<file path="src/sld_pkg.sv">
// Shared types and constants of the liveness dataflow engine.
`timescale 1ns / 1ps

package sld_pkg;

	localparam int unsigned NumBlocks = 32;
	localparam int unsigned NumVregs  = 64;
	localparam int unsigned BlkW      = $clog2(NumBlocks);
	localparam int unsigned VregIdW   = 6;
	localparam int unsigned CfgW      = 6;
	localparam int unsigned ActW      = 3;

	typedef enum logic [ActW-1:0] {
		ACT_CLEAR   = 3'd0,
		ACT_PHI_DEF = 3'd1,
		ACT_PHI_IN  = 3'd2,
		ACT_BODY    = 3'd3,
		ACT_EDGE    = 3'd4,
		ACT_REACH   = 3'd5,
		ACT_RUN     = 3'd6
	} action_t;

	typedef logic [NumVregs-1:0] vset_t;

	typedef struct packed {
		logic            load;
		logic            live_clr;
		logic            pass_start;
		logic            acc_init;
		logic            acc_step;
		logic            commit;
		logic            emit;
		logic [BlkW-1:0] blk;
		logic [BlkW-1:0] idx;
		logic            last;
	} sld_cmd_t;

	typedef struct packed {
		logic reach;
		logic changed;
		logic out_free;
	} sld_sts_t;

endpackage

</file>
<file path="src/sld_ctrl.sv">
// Sequencer that walks blocks and successors during a solve and the emit sweep.
`timescale 1ns / 1ps

module sld_ctrl (
	input  logic                          clk,
	input  logic                          arst_n,
	input  logic                          cfg_we,
	input  logic [sld_pkg::CfgW-1:0]      cfg_wdata,
	input  logic                          req_valid,
	input  logic [sld_pkg::ActW-1:0]      req_action,
	output logic                          req_ready,
	output sld_pkg::sld_cmd_t             cmd,
	input  sld_pkg::sld_sts_t             sts
);

	typedef enum logic [2:0] {
		ST_IDLE,
		ST_INIT,
		ST_BLK,
		ST_SUCC,
		ST_COMMIT,
		ST_NEXT,
		ST_EMIT
	} state_t;

	state_t                      state_q;
	logic [sld_pkg::CfgW-1:0]    count_q;
	logic [sld_pkg::BlkW-1:0]    blk_q;
	logic [sld_pkg::BlkW-1:0]    idx_q;
	logic [sld_pkg::BlkW-1:0]    last_idx;
	logic                        is_run;

	// Highest block in use: zero acts as one, large values saturate.
	always_comb begin
		if (count_q == '0) begin
			last_idx = '0;
		end else if (count_q > sld_pkg::CfgW'(sld_pkg::NumBlocks)) begin
			last_idx = sld_pkg::BlkW'(sld_pkg::NumBlocks - 1);
		end else begin
			last_idx = sld_pkg::BlkW'(count_q - 1'b1);
		end
	end

	assign is_run    = (req_action == sld_pkg::ACT_RUN);
	assign req_ready = (state_q == ST_IDLE);

	always_comb begin
		cmd            = '0;
		cmd.blk        = blk_q;
		cmd.idx        = idx_q;
		cmd.last       = (idx_q == last_idx);
		cmd.load       = (state_q == ST_IDLE) && req_valid && !is_run;
		cmd.live_clr   = (state_q == ST_INIT);
		cmd.pass_start = (state_q == ST_INIT) ||
		                 ((state_q == ST_NEXT) && (blk_q == '0) && sts.changed);
		cmd.acc_init   = (state_q == ST_BLK);
		cmd.acc_step   = (state_q == ST_SUCC);
		cmd.commit     = (state_q == ST_COMMIT);
		cmd.emit       = (state_q == ST_EMIT) && sts.out_free;
	end

	always_ff @(posedge clk or negedge arst_n) begin
		if (!arst_n) begin
			state_q <= ST_IDLE;
			count_q <= sld_pkg::CfgW'(sld_pkg::NumBlocks);
			blk_q   <= '0;
			idx_q   <= '0;
		end else begin
			if (cfg_we) begin
				count_q <= cfg_wdata;
			end
			case (state_q)
				ST_IDLE: begin
					if (req_valid && is_run) begin
						state_q <= ST_INIT;
					end
				end
				ST_INIT: begin
					blk_q   <= last_idx;
					state_q <= ST_BLK;
				end
				ST_BLK: begin
					idx_q   <= '0;
					state_q <= sts.reach ? ST_SUCC : ST_NEXT;
				end
				ST_SUCC: begin
					if (idx_q == last_idx) begin
						state_q <= ST_COMMIT;
					end else begin
						idx_q <= idx_q + 1'b1;
					end
				end
				ST_COMMIT: begin
					state_q <= ST_NEXT;
				end
				ST_NEXT: begin
					if (blk_q != '0) begin
						blk_q   <= blk_q - 1'b1;
						state_q <= ST_BLK;
					end else if (sts.changed) begin
						blk_q   <= last_idx;
						state_q <= ST_BLK;
					end else begin
						idx_q   <= '0;
						state_q <= ST_EMIT;
					end
				end
				ST_EMIT: begin
					if (sts.out_free) begin
						if (idx_q == last_idx) begin
							state_q <= ST_IDLE;
						end else begin
							idx_q <= idx_q + 1'b1;
						end
					end
				end
				default: begin
					state_q <= ST_IDLE;
				end
			endcase
		end
	end

endmodule

</file>
<file path="config.mk">
export PLATFORM = sky130hd
export DESIGN_NAME = sld_ctrl
export DESIGN_NICKNAME = d
export VERILOG_FILES = /design/src/sld_pkg.sv /design/src/sld_ctrl.sv
export SDC_FILE = /design/constraint.sdc
export NUM_CORES = 1
export LEC_CHECK = 0
export BUFFER_PORTS_ARGS = -buffer_cell sky130_fd_sc_hd__buf_4
export CAP_MARGIN = 20
export CORE_MARGIN = 2
export CORE_UTILIZATION = 55
export CTS_BUF_LIST = sky130_fd_sc_hd__clkbuf_2
export DETAILED_ROUTE_END_ITERATION = 8
export PLACE_DENSITY = 0.8
export SETUP_SLACK_MARGIN = 0.4
export SLEW_MARGIN = 40
export SYNTH_ARGS = -nofsm -noshare
export SYNTH_HDL_FRONTEND = slang
export SYNTH_SLANG_ARGS = --single-unit
</file>
<file path="constraint.sdc">
create_clock -name clk -period 2.93 [get_ports clk]
set_input_delay 0.1465 -clock clk [delete_from_list [all_inputs] [get_ports clk]]
set_output_delay 0.1465 -clock clk [all_outputs]
set_load 0.005 [all_outputs]
</file>
-- Yosys cells after proc, flatten, opt, wreduce, memory -nomap -nowiden
Cells that the tools add are included.
- memory bits (writable): 0
- memories kept: 0
- register bits: 19
- word-level logic and storage cells: 58
- latch bits: 0
- memory bits (read-only): 0
- reduce and logical (&&, ||, !) cells: 17
- $lt $le $gt $ge: 1
- equality and inequality tests: 15
- multiplexer cells: 18
- multiply operators: 0
- bitwise logic cells: 0
- shift-type cells: 0
- add/sub/neg operators: 3
- divide/modulo/power cells: 0
- operator list (cell ; number):
    2-to-1 mux 5 bit ; 8
    2-to-1 mux 3 bit ; 7
    case mux 3 bit (7 select lines) ; 1
    case mux 5 bit (4 select lines) ; 1
    == test 3 bit (second input constant) ; 4
    != test 2 bit (second input constant) ; 5
    case mux 5 bit (2 select lines) ; 1
    subtractor 5 x 1 -> 5 bit (second input constant) ; 2
    AND reduction 4 bit ; 2
    == test 3 x 2 -> 1 bit (second input constant) ; 2
    > comparator 6 bit (second input constant) ; 1
    logical AND 1 bit ; 6
    zero test 6 bit ; 1
    adder 5 x 1 -> 5 bit (second input constant) ; 1
    == test 5 bit ; 1
    zero test 5 bit ; 1
    nonzero test 5 bit ; 1
    nonzero test 4 bit ; 1
    == test 3 x 1 -> 1 bit (second input constant) ; 1
    zero test 3 bit ; 1
    != test 3 x 2 -> 1 bit (second input constant) ; 1
    != test 2 x 1 -> 1 bit (second input constant) ; 1
    AND reduction 2 bit ; 1
    nonzero test 2 bit ; 1
    other kinds (2) ; 2

-- Depth between registers and ports, before layout
Gate-level depths: netlist of run 1.
- depth after elaboration: 7
- gate-level depth with buffers: 11
- mapped depth without buffers: 10

-- Least setup slack after synthesis of run 1
Ideal clock, no wire load.
- kind: flip-flop to flip-flop
- start: register count_q[0] in the netlist's numbering
- end: register idx_q[4] in the netlist's numbering
- required time: 2.861 ns
- arrival: 2.392 ns
- path slack: 0.469 ns
- period minus slack after synthesis: 2.461 ns
- stages on the path, launching flop included: 12
- path through: dfrtp_1 -> inv_1 -> ha_1 -> or4b_4 -> a21oi_1 -> xnor2_1 -> a21oi_1 -> nand4_2 -> inv_2 -> buf_6 -> or4_1 -> nand3_1
- RTL lines (item ; line ; RTL):
    start, declared ; sld_ctrl.sv:27 ; logic [sld_pkg::CfgW-1:0] count_q;
    start signal, assigned ; sld_ctrl.sv:65 ; count_q <= sld_pkg::CfgW'(sld_pkg::NumBlocks);
    start signal, assigned ; sld_ctrl.sv:70 ; count_q <= cfg_wdata;
    end signal, assigned ; sld_ctrl.sv:90 ; idx_q <= idx_q + 1'b1;
    end signal, assigned ; sld_ctrl.sv:113 ; idx_q <= idx_q + 1'b1;
    end, declared ; sld_ctrl.sv:29 ; logic [sld_pkg::BlkW-1:0] idx_q;

==> metrics.md, run 1 <==
| Metric | Value |
|---|---|
| Layout cells sized above 1 | `0.377` |
| Hold Crit Class | `in -> reg` |
| Critical path's slowest cell | `or4b_4` |
| Pleak | `0.000866 µW` |
| Outcome | `finished, final reports clean` |
| Io pins | `35` |
| Top-count cell post-synth | `dfrtp_1` |
| Crit. End Element | `primary output` |
| Slew Limit Fails | `0` |
| Ys async rst share | `1.00` |
| Deepest clock path buffer count | `2` |
| Top cell type's share of synthesized area | `0.327` |
| Crit path required time | `2780 ps` |
| Clock sink count | `19` |
| R2r worst-path depth | `10` |
| Final GP Congestion | `0.819` |
| Flops & latches, synth | `19` |
| Setup Viol. Count Final | `0` |
| GRT overflow | `0` |
| Core area | `2430 µm²` |
| Synth area leaders | `dfrtp_1 33%, o21ai_0 4.4%, nand2_1 4.4%` |
| Hold Path Stages | `2` |
| Vias | `1,445` |
| Setup TNS | `0 ps` |
| Worst EP arrival | `2420 ps` |
| CTS tree | `built` |
| Die area | `2920 µm²` |
| Startpoint Class | `flip-flop` |
| Area of the multi-input gates | `912 µm²` |
| Top cell type by total area after synthesis | `dfrtp_1` |
| Die W | `54.0 µm` |
| Hold WS | `25.9 ps` |
| Post-Route WL | `3.87 mm` |
| Unrepaired setup endpoints after global routing | `true` |
| Post-DRT Antenna Nets | `0` |
| Net Count, Synth | `183` |
| Distinct cell type count after synthesis | `49` |
| H-Tree Depth | `1` |
| Largest net degree at the start of global routing | `24` |
| Detailed router's first-iteration violation count | `53` |
| CTS Buf Count | `3` |
| Dpl cells | `220` |
| ANT cells | `0` |
| Final Hold Fails | `0` |
| Final period util | `0.877` |
| Clk_lat worst skew | `330 ps` |
| Post-synth EDFFs | `0` |
| Synthesized area per cell | `8.45 µm²` |
| Fin crit period | `2570 ps` |
| Crit-path cells | `inv_2 -> ha_4 -> or4b_4 -> maj3_2 -> or2b_1 -> nand4_4 -> inv_4 -> buf_6` |
| DRC errors left | `0` |
| Synth Cell Area | `1380 µm²` |
| Clock Pin Slew Worst Setup and Hold Paths | `210 ps` |
| FF/Latch Area | `478 µm²` |
| Detailed Routing Iterations Pass 1 | `4` |
| Routed vias/inst | `6.10` |
| CP peak stage delay | `510 ps` |
| All-layer global routing usage | `0.272` |
| Detail Placement HPWL | `2.36 mm` |
| Clock skew | `1.82 ps` |
| Synth top cells by count | `18 x dfrtp_1, 16 x nand2_1, 12 x o21ai_0` |
| IO buf count | `34` |
| Row count | `18` |
| Initial cell density of the core | `0.566` |
| Filler cells | `173` |
| Main flop type after synthesis | `dfrtp_1` |
| Initial antenna violation count | `0` |
| Register area share after synthesis | `0.346` |
| Slew HR | `0.557` |
| Avg WL per Cell | `16.3 µm` |
| Vias in the first global route | `1,209` |
| PD cells | `763 nW/µm²` |
| Crit path max fanout | `4` |
| Nets | `228` |
| Max-Cap Viols | `0` |
| Gate Count Post-Synth | `163` |
| Area Overhead vs Synth | `34.7%` |
| Synth warnings | `0` |
| Worst VDD drop | `0.580 mV` |
| PnR Total Power | `1420 µW` |
| First-pass GRT wire length | `5.68 mm` |
| Worst Path Class, Setup | `reg -> out` |
| DIE HEIGHT | `54.0 µm` |
| FMAX | `0.389 GHz` |
| Root Driver | `clkbuf_2` |
| Final cell count without fillers | `237` |
| Worst-Margin Slew | `664 ps` |
-- metal layers --
| layer | global-route usage | wire, µm | vias to the layer above |
|---|---|---|---|
| met5 | 0 | 0 | - |
| met4 | 0.117 | 151 | 0 |
| met3 | 0.0472 | 231 | 23 |
| met2 | 0.447 | 1910 | 74 |
| met1 | 0.348 | 1580 | 669 |
| li1 | - | - | 679 |
-- repair_timing --
item,4_1_cts,5_1_grt
setup endpoints to repair,7,8
hold buffers,1,2
buffers inserted,8,2
pin swaps,3,4
endpoints found under the hold margin,19,2
resized for setup,13,8
-- cell usage in the layout, fill, tap and decap left out, types with 3 or more instances in the layout --
cell	n
nand2_1	16
nor3_1	6
nor2_1	8
a22o_1	3
o211ai_1	3
inv_1	8
buf_4	43
mux2_2	4
nand2b_1	4
nand3_1	8
a21oi_1	4
nor2b_1	6
or4_1	3
dlygate4sd3_1	3
o21ai_0	12
clkbuf_2	3
nand3b_1	3
and3_1	4
dfrtp_1	17
-- per-stage QoR --
stage / area [µm²] / setup WS, ps / util
3_5_place_dp: 1640 / 320 / 0.672
5_1_grt: 1860 / 231 / 0.763
6_report: 1860 / 360 / 0.763
3_3_place_gp: 1640 / 423 / 0.672
2_1_floorplan: 1380 / 469 / -
4_1_cts: 1790 / 409 / 0.735
-- cell type report --
| class | count | share of cell area |
|---|---|---|
| Timing Repair Buffer | 47 | 0.196 |
| Tap cell | 30 | 0.0202 |
| Clock buffer | 3 | 0.00809 |
| Sequential cell | 19 | 0.258 |
| Multi-Input combinational cell | 126 | 0.492 |
| Inverter | 11 | 0.0236 |
| Clock inverter | 1 | 0.00270 |
-- critical path, delay by kind of cell (launching register included) --
kind | cells | cell delay [ps]
buf+inv | 3 | 290
flops | 1 | 440
simple gates | 3 | 860
fa+ha+maj | 2 | 500
-- final timing paths --
check,end,slack [ps],from
max in group asynchronous,count_q[5],2480,arst_n
worst min register to register,blk_q[0],550,blk_q[0]
min in group asynchronous,blk_q[0],180,arst_n
worst min-delay path,count_q[2],30,cfg_wdata[2]
worst max register to register,idx_q[0],390,count_q[1]
worst max-delay path,cmd[0],360,count_q[1]
-- sequential cells by signal, indices dropped and copies added (netlist names) --
register,flops
blk_q,5
count_q,6
state_q,3
idx_q,5
-- where the power goes --
| group | total (µW) | internal, µW | switching, µW |
|---|---|---|---|
| sequential | 551 | 353 | 198 |
| clock | 126 | 30.9 | 94.9 |
| combinational | 738 | 401 | 338 |
-- cells by family (layout without fill, tap and decap cells) --
kind of cell,count (synthesis),after routing,synth area share
AND/OR/NAND/NOR,73,73,0.296
AO/OA/AOI/OAI,40,40,0.200
flip-flops,19,19,0.346
buffers and inverters,18,62,0.0554
adder cells (fa/ha/maj),5,5,0.0436
multiplexers,5,5,0.0400
XOR/XNOR,3,3,0.0191
(Power assumes the default switching activity.)
==> run 2: changes to the inputs <==
ABC_AREA = 1   (was not set)
CORE_UTILIZATION = 54   (was 55)
PLACE_DENSITY = 0.79   (was 0.8)
==> run 2 against run 1 <==
  * Cell area is 9.9% lower
  * Critical endpoint unchanged
  * Largest cell class unchanged
  * Sequential share of layout area is 2.8 points higher
  * Final cell count is 7.2% higher
==> metrics.md, run 2 <==
| Metric | Value |
|---|---|
| Biggest register | `count_q` |
| Hold Path Stages | `3` |
| Top cell type by total area after synthesis | `dfrtp_1` |
| Final GP Congestion | `0.793` |
| DRC errors left | `0` |
| Largest register FFs | `6` |
| Post-DRT Antenna Nets | `0` |
| # resized after CTS | `0` |
| Hold Crit Class | `in -> reg` |
| CTS Buf Count | `3` |
| Outcome | `finished, final reports clean` |
| Worst-Margin Slew | `385 ps` |
| Pleak | `0.000901 µW` |
| Deepest clock path buffer count | `2` |
| All-layer global routing usage | `0.250` |
| Post-synth EDFFs | `0` |
| Synth top cells by count | `52 x nand2_1, 26 x inv_1, 18 x dfrtp_1` |
| Setup crit end | `cmd[0]` |
| Die area | `2940 µm²` |
| Net Sw Frac | `0.458` |
| FMAX | `0.435 GHz` |
| Clock sink count | `19` |
| Ys async rst share | `1.00` |
| Detail Placement HPWL | `2.54 mm` |
| Vias | `1,349` |
| Clock Pin Slew Worst Setup and Hold Paths | `200 ps` |
| ANT cells | `0` |
| PD cells | `727 nW/µm²` |
| Commonest non-fill, non-tap cell in the layout | `nand2_1` |
| Synth warnings | `0` |
| Synthesized area per cell | `7.27 µm²` |
| Row count | `18` |
| Slew HR | `0.742` |
| Initial antenna violation count | `0` |
| Buffers inserted by post-CTS timing repair | `0` |
| Core area | `2430 µm²` |
| Dpl cells | `249` |
| Setup TNS | `0 ps` |
| Slew Limit Fails | `0` |
| Clk network pwr share | `0.101` |
| Max-Cap Viols | `0` |
| Nets | `245` |
| Unrepaired setup endpoints after global routing | `false` |
| Final Hold Fails | `0` |
| Power Internal | `658 µW` |
| Io pins | `35` |
| Hold-fix buffers, CTS | `1` |
| GRT overflow | `0` |
| First-pass GRT wire length | `5.35 mm` |
| Slack of the worst reg-to-reg path | `850 ps` |
| Flops & latches, synth | `19` |
| Crit path required time | `2780 ps` |
| Clock skew | `19.0 ps` |
| Top cell type's share of synthesized area | `0.331` |
| Clk_lat worst skew | `330 ps` |
| Reg2reg end | `idx_q[3]` |
| Setup Viol. Count Final | `0` |
| Crit path max fanout | `7` |
| Area of the multi-input gates | `763 µm²` |
| Area Overhead vs Synth | `22.9%` |
| Detailed router's first-iteration violation count | `25` |
| FF/Latch Area | `477 µm²` |
| Crit. End Element | `primary output` |
| Main flop type after synthesis | `dfrtp_1` |
| Largest net degree at the start of global routing | `20` |
| Crit path launch | `count_q[0]` |
| Worst Path Class, Setup | `reg -> out` |
| Gate Count Post-Synth | `187` |
| Detailed Routing Iterations Pass 1 | `4` |
| Vias in the first global route | `1,259` |
| R2r worst-path depth | `14` |
| Worst VDD drop | `0.566 mV` |
| R2r startpoint | `count_q[0]` |
| Biggest regs | `count_q (6), blk_q (5), idx_q (5)` |
| Root Driver | `clkbuf_2` |
| DIE HEIGHT | `54.2 µm` |
| Logic gate share of total power | `0.560` |
| Layout cells sized above 1 | `0.268` |
| Fin crit period | `2300 ps` |
| Startpoint Class | `flip-flop` |
| IO buf count | `34` |
| Final cell count without fillers | `254` |
| Die W | `54.2 µm` |
| Seq pwr share | `0.339` |
| H-Tree Depth | `1` |
| Routed vias/inst | `5.31` |
| Initial cell density of the core | `0.559` |
| Avg WL per Cell | `12.4 µm` |
| Distinct cell type count after synthesis | `32` |
| Top-count cell post-synth | `nand2_1` |
| CTS tree | `built` |
| Final period util | `0.785` |
| Register area share after synthesis | `0.351` |
| Post-Route WL | `3.16 mm` |
| Net Count, Synth | `207` |
| Most frequent cells in the layout | `52 x nand2_1, 34 x buf_4, 26 x inv_1` |
| Synth area leaders | `dfrtp_1 33%, nand2_1 14%, inv_1 7.2%` |
| Worst EP arrival | `2150 ps` |
| Filler cells | `208` |
| Sw Pwr | `557 µW` |
| Synth Cell Area | `1360 µm²` |
[run 2: layer usage]
| metal | share of wire | wire (µm) | track usage | vias to the layer above |
|---|---|---|---|---|
| met2 | 0.49 | 1560 | 0.408 | 27 |
| met1 | 0.46 | 1450 | 0.340 | 640 |
| met4 | 0.014 | 44 | 0.0875 | 0 |
| met3 | 0.034 | 108 | 0.0278 | 6 |
| li1 | - | - | - | 676 |
| met5 | 0 | 0 | 0 | - |
[run 2: kinds of logic after synthesis]
kind of cell,after synthesis,share of synthesized area
xor+xnor,5,0.0322
fa+ha+maj,4,0.0368
simple gates,103,0.379
mux,2,0.0166
flops,19,0.351
compound gates,23,0.0966
buf+inv,31,0.0883
[run 2: final cells by class]
cell class	count	share of cell area
clock buffer	4	0.0120
inverter	29	0.0651
sequential	19	0.285
multi-input combinational	137	0.457
timing repair buffer	35	0.159
tap	30	0.0225
[run 2: worst max-delay path: stages, from the launching register on]
cell	delay, ps
dfrtp_1	420
inv_1	150
ha_1	250
inv_1	60
nor2_1	110
nand2_2	70
nand2_4	100
nand2_2	80
nand3b_1	90
nand2_1	60
nor2_2	120
nand2_2	120
inv_1	90
buf_4	100
[run 2: power by group through the flow]
stage	Sequential, µW	Clock, µW	Combinational, µW
2_1_floorplan	396	0	454
4_1_cts	412	129	682
6_report	412	122	680
5_1_grt	425	136	771
3_5_place_dp	418	0	678
3_3_place_gp	413	0	659
[run 2: worst min path at each step]
stage                            start          to  slack (ps)
final                     cfg_wdata[1]  count_q[1]          30
after global routing      cfg_wdata[4]  count_q[4]          20
after CTS                 cfg_wdata[1]  count_q[1]          10
after detailed placement        arst_n    blk_q[0]          40
after global placement          arst_n  count_q[4]          40
after floorplan                 arst_n    blk_q[0]        -150
[run 2: per-stage QoR]
| stage | total power (µW) | area [µm²] | setup slack, ps | hold slack, ps | utilization |
|---|---|---|---|---|---|
| after floorplan | 850 | 1360 | 1180 | -149 | - |
| after global placement | 1070 | 1640 | 1040 | 35.5 | 0.675 |
| after detailed placement | 1100 | 1640 | 891 | 38.6 | 0.675 |
| after CTS | 1220 | 1670 | 624 | 12.1 | 0.687 |
| after global routing | 1330 | 1670 | 448 | 21.5 | 0.687 |
| final | 1210 | 1670 | 629 | 33.6 | 0.687 |
==> run 3: changes to the inputs <==
ABC_AREA = 0   (was 1)
CORE_UTILIZATION = 55   (was 54)
PLACE_DENSITY = 0.8   (was 0.79)
clock period = 2.4 ns   (was 2.93 ns; I/O delays follow)
==> run 3 against run 2 <==
  * The flow now finishes with violations (negative setup slack)
  * Clock power rose by 25%
  * Die area shrank 0.52%
  * Final cell count rose by 3.9%
  * Register-to-register slack lost 930 ps
  * First-iteration DRC count rose to 3.2 times the previous value
  * Sequential cell count stayed put
  * Power is 71% higher
  * Sequential share of layout area decreased by 6.3 points
  * Sequential power is 54% higher
  * Non-clock buffer count increased by 39
  * Largest cell class unchanged
==> metrics.md, run 3 (same netlist as run 1, synthesis figures left out) <==
| Metric | Value |
|---|---|
| Outcome | `finished with violations` |
| Failing checks | `negative setup slack` |
| Crit path required time | `2630 ps` |
| PnR Total Power | `2070 µW` |
| Biggest regs | `count_q (6), blk_q (5), idx_q (5)` |
| Root Driver | `clkbuf_2` |
| H-Tree Depth | `1` |
| Clock skew | `14.0 ps` |
| Clk network pwr share | `0.074` |
| DRC errors left | `0` |
| Hold Path Stages | `2` |
| Layout cells sized above 1 | `0.483` |
| Worst VDD drop | `0.840 mV` |
| Commonest non-fill, non-tap cell in the layout | `buf_4` |
| Power Internal | `1170 µW` |
| CTS Buf Count | `3` |
| Biggest register | `count_q` |
| Vias | `1,634` |
| Worst EP arrival | `2710 ps` |
| Crit. End Element | `flip-flop` |
| Final cell count without fillers | `264` |
| Sw Pwr | `903 µW` |
| Final Hold Fails | `0` |
| Slew Limit Fails | `0` |
| CTS tree | `built` |
| Avg WL per Cell | `17.9 µm` |
| Detailed Routing Iterations Pass 1 | `4` |
| Core area | `2430 µm²` |
| Max-Cap Viols | `0` |
| ANT cells | `0` |
| First-pass GRT wire length | `6.48 mm` |
| GRT overflow | `0` |
| FMAX | `0.403 GHz` |
| Routed vias/inst | `6.19` |
| Setup Viol. Count Final | `7` |
| PD cells | `966 nW/µm²` |
| Post-DRT Antenna Nets | `0` |
| Post-Route WL | `4.72 mm` |
| Detailed router's first-iteration violation count | `81` |
| Dpl cells | `227` |
| Area Overhead vs Synth | `55.6%` |
| Row count | `18` |
| Initial cell density of the core | `0.566` |
| Detail Placement HPWL | `2.56 mm` |
| Pleak | `0.00102 µW` |
| Setup TNS | `-376 ps` |
| Die W | `54.0 µm` |
| Logic gate share of total power | `0.620` |
| Io pins | `35` |
| Clock sink count | `19` |
| DIE HEIGHT | `54.0 µm` |
| Hold Crit Class | `in -> reg` |
| Die area | `2920 µm²` |
| Slew HR | `0.681` |
| Deepest clock path buffer count | `2` |
| Worst Path Class, Setup | `reg -> reg` |
| Final GP Congestion | `0.903` |
| Initial antenna violation count | `0` |
| Unrepaired setup endpoints after global routing | `true` |
| Clk_lat worst skew | `330 ps` |
| Final setup margin | `-80.3 ps` |
| Most frequent cells in the layout | `59 x buf_4, 18 x dfrtp_1, 15 x nand2_1` |
| Fin crit period | `2480 ps` |
| Hold WS | `6.78 ps` |
| IO buf count | `34` |
| Vias in the first global route | `1,448` |
| Net Sw Frac | `0.436` |
| Largest net degree at the start of global routing | `20` |
| Largest register FFs | `6` |
| Seq pwr share | `0.306` |
| Final period util | `1.03` |
| Clock Pin Slew Worst Setup and Hold Paths | `200 ps` |
| All-layer global routing usage | `0.313` |
| R2r worst-path depth | `11` |
| Worst-Margin Slew | `479 ps` |
| Crit path max fanout | `5` |
| Startpoint Class | `flip-flop` |
| Nets | `255` |
[run 3: cell count changes in the layout (fill, tap and decap cells not counted), moves of 4 or more]
| cell | change |
|---|---|
| nand2_1 | -37 |
| a21oi_1 | -6 |
| inv_1 | -21 |
| buf_6 | +11 |
| nand2b_1 | +4 |
| nand4_1 | -5 |
| nor2b_1 | +6 |
| nor2_1 | -7 |
| buf_4 | +25 |
| and3_1 | +4 |
[run 3: routing by layer]
layer  up-vias  track usage  wire, µm
met5         -            0         0
met4         0        0.138       217
met3        30       0.0806       333
met2        95        0.555      2440
met1       773        0.350      1730
li1        736            -         -
[run 3: critical path, stage by stage, from the launching register on]
cell and delay [ps]:
dfrtp_1 440, inv_2 100, ha_4 140, or4b_4 500, nor2_1 170, or2_2 150, o221a_2 210, nand4_4 130
inv_4 100, buf_4 130, nor2_1 60, mux2_2 260
[run 3: power groups by stage]
stage	Sequential, µW	Combinational [µW]	Clock, µW
floorplan	552	579	0
global placement	599	872	0
detailed placement	607	907	0
CTS	602	1120	148
global route	650	1390	165
finish	633	1280	153
[run 3: path summary, 6_finish.rpt]
path	to	slack, ps	startpoint
max in group asynchronous	count_q[5]	1950	arst_n
max	idx_q[0]	-80	count_q[1]
min in group asynchronous	blk_q[3]	170	arst_n
max reg2reg	idx_q[0]	-80	count_q[1]
min	count_q[2]	7	cfg_wdata[2]
min reg2reg	blk_q[4]	590	blk_q[4]
[run 3: timing repair]
| item | CTS | global route |
|---|---|---|
| setup buffers | 23 | 6 |
| hold endpoints to repair | 21 | 1 |
| pin swaps | 9 | 7 |
| endpoints found under the setup margin | 12 | 15 |
| hold buffers | 3 | 1 |
| resized for setup | 25 | 12 |
[run 3: metrics by stage]
stage | area, µm² | setup WS (ps) | util
floorplan | 1400 | 66.3 | -
global placement | 1710 | 90.3 | 0.701
detailed placement | 1710 | -5.23 | 0.701
CTS | 2030 | -52.3 | 0.833
global route | 2140 | -258 | 0.881
finish | 2140 | -80.3 | 0.881
[run 3: final cells by class]
cell class              count  area (µm²)
clock buffers               4        20.0
inverters                  11        43.8
well taps                  30        37.5
flip-flops and latches     19         477
repair buffers             74         607
multi-input cells         126         958
fillers                   110         289
